### src/hw/rtl/pdpc_pkg.sv
package pdpc_pkg;

	localparam int POSITION_BITS      = 21;
	localparam int GAIN_FRACTION_BITS = 8;

	localparam int GAIN_BITS      = 12;
	localparam int MAX_DRIVE_BITS = 8;
	localparam int THRESH_BITS    = 10;
	localparam int WEIGHT_BITS    = 9;
	localparam int DRIVE_BITS     = 9;

	localparam int ERR_BITS    = POSITION_BITS + 1;
	localparam int DIFF_BITS   = POSITION_BITS + 2;
	localparam int PTERM_BITS  = ERR_BITS + GAIN_BITS + 1;
	localparam int DTERM_BITS  = DIFF_BITS + GAIN_BITS + 1;
	localparam int RAW_BITS    = DTERM_BITS + 1;
	localparam int SCALE_NUM   = 154;
	localparam int SCALE_BITS  = 9;
	localparam int SCALED_BITS = RAW_BITS + SCALE_BITS;
	localparam int DIV_SHIFT   = 8 + GAIN_FRACTION_BITS;
	localparam int QUOT_BITS   = SCALED_BITS - DIV_SHIFT;

	localparam int WEIGHT_ONE   = 256;
	localparam int WEIGHT_SHIFT = 8;
	localparam int MIX_BITS     = WEIGHT_BITS + 1 + DRIVE_BITS;
	localparam int SUM_BITS     = MIX_BITS + 1;

	localparam int RUN_STEPS = 6;
	localparam int STEP_BITS = $clog2(RUN_STEPS + 1);

	localparam int CFG_INDEX_BITS = 3;
	localparam int CFG_DATA_BITS  = (POSITION_BITS > GAIN_BITS) ? POSITION_BITS : GAIN_BITS;
	localparam int IN_DATA_BITS   = ((2 * POSITION_BITS + 7) / 8) * 8;
	localparam int OUT_DATA_BITS  = ((2 * DRIVE_BITS + 1 + 7) / 8) * 8;

	typedef enum logic [CFG_INDEX_BITS-1:0] {
		REG_TARGET    = 3'd0,
		REG_MAX_DRIVE = 3'd1,
		REG_KP        = 3'd2,
		REG_KD        = 3'd3,
		REG_THRESH    = 3'd4,
		REG_WEIGHT    = 3'd5
	} cfg_reg_t;

	typedef struct packed {
		logic signed [POSITION_BITS-1:0] target;
		logic [MAX_DRIVE_BITS-1:0]       max_drive;
		logic [GAIN_BITS-1:0]            kp;
		logic [GAIN_BITS-1:0]            kd;
		logic [THRESH_BITS-1:0]          thresh;
		logic [WEIGHT_BITS-1:0]          weight;
	} lane_cfg_t;

	typedef struct packed {
		logic start;
		logic load;
		logic go;
		logic fin;
	} lane_ctl_t;

	typedef struct packed {
		logic                         settled;
		logic signed [DRIVE_BITS-1:0] next_drive;
	} lane_res_t;

endpackage

### src/hw/rtl/pdpc_lane.sv
module pdpc_lane (
	input  logic                                     clk,
	input  logic                                     arst_n,
	input  pdpc_pkg::lane_cfg_t                      cfg,
	input  pdpc_pkg::lane_ctl_t                      ctl,
	input  logic signed [pdpc_pkg::POSITION_BITS-1:0] pos,
	output pdpc_pkg::lane_res_t                      res
);

	logic signed [pdpc_pkg::ERR_BITS-1:0]    last_q;
	logic signed [pdpc_pkg::DRIVE_BITS-1:0]  smooth_q;

	logic signed [pdpc_pkg::ERR_BITS-1:0]    target_ext;
	logic signed [pdpc_pkg::ERR_BITS-1:0]    last_eff;
	logic signed [pdpc_pkg::ERR_BITS-1:0]    err_c;
	logic signed [pdpc_pkg::DIFF_BITS-1:0]   diff_c;
	logic signed [pdpc_pkg::ERR_BITS-1:0]    thr_s;
	logic                                    settled_c;
	logic signed [pdpc_pkg::DRIVE_BITS-1:0]  drive_c;

	logic signed [pdpc_pkg::ERR_BITS-1:0]    err_s1;
	logic signed [pdpc_pkg::DIFF_BITS-1:0]   diff_s1;
	logic signed [pdpc_pkg::PTERM_BITS-1:0]  pterm_s2;
	logic signed [pdpc_pkg::DTERM_BITS-1:0]  dterm_s2;
	logic signed [pdpc_pkg::RAW_BITS-1:0]    raw_s3;
	logic signed [pdpc_pkg::SCALED_BITS-1:0] scaled_s4;
	logic signed [pdpc_pkg::SCALED_BITS-1:0] scaled_rnd;
	logic signed [pdpc_pkg::QUOT_BITS-1:0]   quot;
	logic signed [pdpc_pkg::QUOT_BITS-1:0]   lim;
	logic signed [pdpc_pkg::DRIVE_BITS-1:0]  cmd_c;
	logic signed [pdpc_pkg::DRIVE_BITS-1:0]  cmd_s5;
	logic signed [pdpc_pkg::MIX_BITS-1:0]    hold_s6;
	logic signed [pdpc_pkg::MIX_BITS-1:0]    push_s6;
	logic signed [pdpc_pkg::SUM_BITS-1:0]    mix_sum;
	logic signed [pdpc_pkg::SUM_BITS-1:0]    mix_rnd;
	logic [pdpc_pkg::WEIGHT_BITS-1:0]        w_rest;

	always_comb begin
		target_ext = {cfg.target[pdpc_pkg::POSITION_BITS-1], cfg.target};
		last_eff   = ctl.start ? target_ext : last_q;
		err_c      = target_ext - {pos[pdpc_pkg::POSITION_BITS-1], pos};
		diff_c     = {err_c[pdpc_pkg::ERR_BITS-1], err_c}
		           - {last_eff[pdpc_pkg::ERR_BITS-1], last_eff};
		thr_s      = $signed({{(pdpc_pkg::ERR_BITS-pdpc_pkg::THRESH_BITS){1'b0}}, cfg.thresh});
		settled_c  = (last_eff <= thr_s) && (last_eff >= -thr_s);
	end

	// divide by 2^16 rounding toward zero, then clamp
	always_comb begin
		scaled_rnd = scaled_s4;
		if (scaled_s4 < 0) begin
			scaled_rnd = scaled_s4 + $signed({{(pdpc_pkg::SCALED_BITS-pdpc_pkg::DIV_SHIFT){1'b0}},
				{pdpc_pkg::DIV_SHIFT{1'b1}}});
		end
		quot = scaled_rnd[pdpc_pkg::SCALED_BITS-1:pdpc_pkg::DIV_SHIFT];
		lim  = $signed({{(pdpc_pkg::QUOT_BITS-pdpc_pkg::MAX_DRIVE_BITS){1'b0}}, cfg.max_drive});
		if (quot > lim) begin
			cmd_c = lim[pdpc_pkg::DRIVE_BITS-1:0];
		end else if (quot < -lim) begin
			cmd_c = -$signed(lim[pdpc_pkg::DRIVE_BITS-1:0]);
		end else begin
			cmd_c = quot[pdpc_pkg::DRIVE_BITS-1:0];
		end
		w_rest = pdpc_pkg::WEIGHT_BITS'(pdpc_pkg::WEIGHT_ONE) - cfg.weight;
	end

	always_comb begin
		mix_sum = {hold_s6[pdpc_pkg::MIX_BITS-1], hold_s6}
		        + {push_s6[pdpc_pkg::MIX_BITS-1], push_s6};
		mix_rnd = mix_sum;
		if (mix_sum < 0) begin
			mix_rnd = mix_sum + $signed({{(pdpc_pkg::SUM_BITS-pdpc_pkg::WEIGHT_SHIFT){1'b0}},
				{pdpc_pkg::WEIGHT_SHIFT{1'b1}}});
		end
		drive_c = mix_rnd[pdpc_pkg::WEIGHT_SHIFT+pdpc_pkg::DRIVE_BITS-1:pdpc_pkg::WEIGHT_SHIFT];
	end

	assign res = '{settled: settled_c, next_drive: drive_c};

	always_ff @(posedge clk) begin
		if (ctl.go) begin
			err_s1  <= err_c;
			diff_s1 <= diff_c;
		end
		pterm_s2  <= pdpc_pkg::PTERM_BITS'($signed({1'b0, cfg.kp}))
			* pdpc_pkg::PTERM_BITS'(err_s1);
		dterm_s2  <= pdpc_pkg::DTERM_BITS'($signed({1'b0, cfg.kd}))
			* pdpc_pkg::DTERM_BITS'(diff_s1);
		raw_s3    <= {{(pdpc_pkg::RAW_BITS-pdpc_pkg::PTERM_BITS){pterm_s2[pdpc_pkg::PTERM_BITS-1]}},
			pterm_s2} + {dterm_s2[pdpc_pkg::DTERM_BITS-1], dterm_s2};
		scaled_s4 <= pdpc_pkg::SCALED_BITS'(raw_s3)
			* pdpc_pkg::SCALED_BITS'(pdpc_pkg::SCALE_NUM);
		cmd_s5    <= cmd_c;
		hold_s6   <= pdpc_pkg::MIX_BITS'($signed({1'b0, cfg.weight}))
			* pdpc_pkg::MIX_BITS'(smooth_q);
		push_s6   <= pdpc_pkg::MIX_BITS'($signed({1'b0, w_rest}))
			* pdpc_pkg::MIX_BITS'(cmd_s5);
	end

	always_ff @(posedge clk or negedge arst_n) begin
		if (!arst_n) begin
			last_q   <= '0;
			smooth_q <= '0;
		end else if (ctl.load) begin
			last_q <= target_ext;
		end else if (ctl.fin) begin
			last_q   <= err_s1;
			smooth_q <= drive_c;
		end
	end

endmodule

### config.mk
export PLATFORM = sky130hd
export DESIGN_NAME = pdpc_lane
export DESIGN_NICKNAME = d
export VERILOG_FILES = /design/src/hw/rtl/pdpc_pkg.sv /design/src/hw/rtl/pdpc_lane.sv
export SDC_FILE = /design/constraint.sdc
export NUM_CORES = 2
export LEC_CHECK = 0
export BUFFER_PORTS_ARGS = -buffer_cell sky130_fd_sc_hd__buf_2
export CORE_ASPECT_RATIO = 1.25
export CORE_MARGIN = 2
export CORE_UTILIZATION = 34
export DETAILED_ROUTE_END_ITERATION = 6
export SYNTH_ARGS = -nofsm -noshare
export SYNTH_HDL_FRONTEND = slang
export SYNTH_SLANG_ARGS = --single-unit
### constraint.sdc
create_clock -name clk -period 7.1 [get_ports clk]
set_clock_uncertainty 0.1 [all_clocks]
set_input_delay 1.065 -clock clk [delete_from_list [all_inputs] [get_ports clk]]
set_output_delay 1.065 -clock clk [all_outputs]
set_load 0.05 [all_outputs]
; Word level (Yosys, flattened, before mapping)
; Cells that the tools add are included.
[op_classes]
n_mul = 5
n_reduce_logical = 3
magnitude_cmp = 6
n_bitwise = 1
n_mux = 7
add_sub_neg = 10
[op_table]
columns = cell, n
row1 = 22-bit two-way mux, 3
row2 = "46-bit by 17-bit adder with 46-bit output, second input constant", 1
row3 = "46-bit by 1-bit less-than comparator with 1-bit output, second input constant", 1
row4 = 46-bit two-way mux, 1
row5 = "37-bit by 8-bit multiplier with 45-bit output, second input constant", 1
row6 = 10-bit by 9-bit multiplier with 19-bit output, 2
row7 = 35-bit by 36-bit adder with 37-bit output, 1
row8 = 13-bit by 23-bit multiplier with 36-bit output, 1
row9 = 13-bit by 22-bit multiplier with 35-bit output, 1
row10 = 30-bit by 9-bit > comparator with 1-bit output, 1
row11 = 30-bit less-than comparator, 1
row12 = 8-bit negation with 30-bit output, 1
row13 = 22-bit by 22-bit subtractor with 23-bit output, 1
row14 = 22-bit greater-or-equal comparator, 1
row15 = 22-bit by 11-bit less-or-equal comparator with 1-bit output, 1
row16 = 10-bit negation with 22-bit output, 1
row17 = 21-bit by 21-bit subtractor with 22-bit output, 1
row18 = 19-bit by 19-bit adder with 20-bit output, 1
row19 = "20-bit by 1-bit less-than comparator with 1-bit output, second input constant", 1
row20 = "17-bit by 9-bit adder with 17-bit output, second input constant", 1
row21 = 17-bit two-way mux, 1
row22 = 9-bit two-way mux, 1
row23 = 8-bit negation with 9-bit output, 1
row24 = "9-bit subtractor, first input constant", 1
row25 = other kinds (5), 5
[totals]
ff_bits = 276
inputBits = 99
out_inout_bits = 10
word_cells = 44

; Longest topological paths before layout
[depth]
word_depth = 5
depth_mapped = 28
ltp_nobuf = 27

; Worst setup path before layout
; Ideal clock, no wire load.
[synth_path]
path_kind = input to register
from = input port cfg[34] in the netlist's numbering
to = register pterm_s2[34] in the netlist's numbering
cell_stages = 21
arrival_time_ns = 6.604
setup_time_ns = 0.072
required_ns = 6.928
path_buffers = 1
setup_slack_ns = 0.324
cell_sequence = clkbuf_1 and2_1 fa_1 inv_1 fa_1 inv_1 fa_1 fa_1 inv_1 fa_1 inv_1 ha_1 or3_1 o211a_1 o31a_1 o41ai_2 o21ai_0 or4_1 a31o_2 a31oi_1 xnor2_1
[synth_via]
elab_chain_cells = 1
[synth_rtl]
columns = item, line
row1 = "start, declared", pdpc_lane.sv:4  ; input pdpc_pkg::lane_cfg_t cfg,
row2 = 13-bit by 22-bit multiplier with 35-bit output, pdpc_lane.sv:86  ; * pdpc_pkg::PTERM_BITS'(err_s1);
row3 = "end signal, assigned", pdpc_lane.sv:85  ; pterm_s2 <= pdpc_pkg::PTERM_BITS'($signed({1'b0, cfg.kp}))
row4 = "end, declared", pdpc_lane.sv:23  ; logic signed [pdpc_pkg::PTERM_BITS-1:0] pterm_s2;
; Every way passes these cells.
; A chain may end at the register's enable or synchronous reset.

; Final worst setup path
[layout_path]
from = input port cfg[0] in the netlist's numbering
to = register push_s6[17] in the netlist's numbering
[layout_via]
elab_chain_cells = 2
[layout_rtl]
columns = item, line
row1 = 9-bit subtractor, pdpc_lane.sv:64  ; w_rest = pdpc_pkg::WEIGHT_BITS'(pdpc_pkg::WEIGHT_ONE) - cfg.weight;
row2 = 10-bit by 9-bit multiplier with 19-bit output, pdpc_lane.sv:97  ; * pdpc_pkg::MIX_BITS'(cmd_s5);
row3 = "end signal, assigned", pdpc_lane.sv:96  ; push_s6 <= pdpc_pkg::MIX_BITS'($signed({1'b0, w_rest}))
row4 = "end, declared", pdpc_lane.sv:33  ; logic signed [pdpc_pkg::MIX_BITS-1:0] push_s6;
; Every way passes these cells.

==> results by group <==
Status
  – Status: completed

Setup path
  – CP required: around 7500 ps
  – Startpoint Class: input pin
  – Crit path launch: cfg[0]
  – Critical path data arrival time: 6970 ps
  – Crit Path Category: in -> reg
  – CP max FO: 5
  – Worst setup EP type: register
  – R2r startpoint: err_s1[4]$_DFFE_PP_

Synth
  – Mapped Area: roughly 45000 um^2
  – Mapped Nets: 6360
  – EDFF count, synth: between 40 and 50
  – Syn Area/Cell: 8.94 um^2
  – Ys flop type: dfxtp_1
  – Sequential share of the synthesized area: 0.137
  – Yosys cell types: 74
  – Mapped Cells: 5010
  – Yosys warns: 0
  – Fraction of registers with async set/reset: 0.112
  – Register bit total from synthesis: between 200 and 300

Timing
  – Max Transition Viols Final: 0
  – RSZ-0062 raised after global routing: no
  – Final hold violation count: 0
  – Max frequency: about 0.15 GHz
  – Crit path time final: 6570 ps
  – Measured slew at the worst slew-check pin: 1110 ps
  – Worst rel slew slack: 0.263
  – Fin worst setup slack: 529 ps
  – Period utilization: 0.925
  – Final setup violation count: 0

Finish
  – Final nets: 6463
  – Most frequent cells in the layout: inv_1, fa_1, ha_1, nand2_1, and2_1
  – Layout cells sized above 1: 0.0598
  – Fin area: 49000 um^2
  – Commonest non-fill, non-tap cell in the layout: inv_1
  – Fillers: roughly 13000
  – Synth-to-layout area growth: 9.33%

Global route
  – Pin count of the biggest net entering global routing: 46
  – Vias in the first global route: between 30000 and 40000
  – GRT Residual Overflow: 0
  – First-pass GRT wire length: 179000 um
  – Total track usage: 0.165
  – Initial antenna violation count: 5

Floorplan
  – # IOs: 109
  – Row cnt: 148
  – DIE HEIGHT: 410 um
  – Die area: ~130000 um^2
  – Starting density of the core: 0.343
  – Die width: 329 um
  – Core Box Area: 131000 um^2

Clock tree
  – Hold buffers post-CTS: 0
  – CTS tree: yes
  – CTS clk-pin slew, worst paths: roughly 60 ps
  – # clock sinks: 276
  – Post-cts sizing count: 0
  – CTS Buf Count: 37
  – Setup Buffers After CTS: 0
  – CTS root buffer: clkbuf_16
  – H-Tree Depth: 2
  – CTS max path bufs: 3
  – Clk_lat worst skew: 570 ps

Detailed routing
  – Routed Antenna Nets: 0
  – WL final: 108000 um
  – First drt pass iteration count: 7
  – Residual DRC count: 0
  – Post-DR wirelength/cell: 15.8 um
  – Vias: 32900
  – Initial drt markers: 1411
  – Vias per cell: 4.80

Placed design
  – GPL Wtd Cong: just under 0.9
  – Placed Area: 47800 um^2
  – Placement Setup Slack: -4.38 ps
  – Buffers on Ports: 108
  – Post-detail-place hpwl: 93700 um

Run
  – Max Cap Viol: 0

Min path
  – Hold_sp: raw_s3[0]$_DFF_P_
  – Min-Delay Path Class: reg -> reg
[area by class of cell]
type | instances | area [um^2] | area share
Antenna cell | 2 | 5.00 | 0.000102
Tap cell | 1725 | 2160 | 0.0441
Clock inverter | 14 | 146 | 0.00299
Timing Repair Buffer | 211 | 1360 | 0.0278
Multi-Input combinational cell | 3502 | 34000 | 0.695
Inverter | 1085 | 4070 | 0.0831
Clock buffer | 50 | 1080 | 0.0220
Sequential cell | 276 | 6130 | 0.125
[metal layers]
layer | up-vias | wire length [um] | track usage
met3 | 196 | 3560 | 0.0166
met4 | 6 | 4180 | 0.0595
met5 | - | 49 | 0
li1 | 16000 | - | -
met1 | 16200 | 43700 | 0.189
met2 | 576 | 57000 | 0.312
[sequential cells by signal (all words and copies together) (netlist names), 19 cells and up]
register	flops
pterm_s2	35
push_s6	19
err_s1	22
hold_s6	19
scaled_s4	45
dterm_s2	36
diff_s1	23
raw_s3	37
last_q	22
[per-stage QoR]
step | utilization | cells | hold WS, ps | setup TNS, ps
after global placement | 0.366 | 6799 | 334 | 0
after global routing | 0.375 | 6863 | 363 | 0
after detailed placement | 0.366 | 6799 | 336 | -4.38
final | 0.375 | 6865 | 349 | 0
after CTS | 0.375 | 6863 | 348 | 0
after floorplan | - | 5010 | 275 | 0
[worst max-delay path, stage by stage]
cell	delay, ps
buf_2	120
inv_1	70
ha_1	180
inv_1	70
or3_1	330
xor2_1	450
nand2_1	150
fa_1	530
inv_1	60
fa_1	450
ha_1	290
inv_1	50
fa_1	530
inv_1	40
ha_1	270
ha_1	160
inv_1	50
fa_1	420
nor2b_1	130
o21ai_0	110
a21boi_0	250
o21ai_0	140
a21boi_0	240
o21ai_0	130
a21boi_0	230
o21ai_0	130
a21oi_1	170
xor2_1	150
[path summary, 6_finish.rpt]
kind	endpoint	cells after the start	slack, ps
max	push_s6[17]$_DFF_P_	28	530
min	scaled_s4[1]$_DFF_P_	0	350
max reg2reg	pterm_s2[34]$_DFF_P_	19	580
min reg2reg	scaled_s4[1]$_DFF_P_	0	350
max in group asynchronous	last_q[8]$_DFFE_PN0P_	1	5700
min in group asynchronous	last_q[21]$_DFFE_PN0P_	1	570
[Yosys cell counts (59+ instances only)]
cell type / count / area [um^2]
fa_1: 660 / 13200
nor2_1: 173 / 649
ha_1: 591 / 7390
inv_1: 1085 / 4070
o21ai_0: 133 / 666
nand2_1: 461 / 1730
xnor2_1: 192 / 1680
and2_1: 347 / 2170
a21oi_1: 164 / 821
clkbuf_1: 140 / 526
dfxtp_1: 200 / 4000
xor2_1: 59 / 517
a21o_1: 103 / 773
[kinds of logic after synthesis]
logic type	after synthesis	share of synthesized area
AND/OR/NAND/NOR	1321	0.148
adder cells (fa/ha/maj)	1252	0.460
multiplexers	56	0.0127
flip-flops	276	0.137
buffers and inverters	1232	0.104
XOR/XNOR	252	0.0496
AO/OA/AOI/OAI	621	0.0896
Power is not shown: default switching activity piles up to over one toggle a cycle in this logic, so the estimate is an artifact.
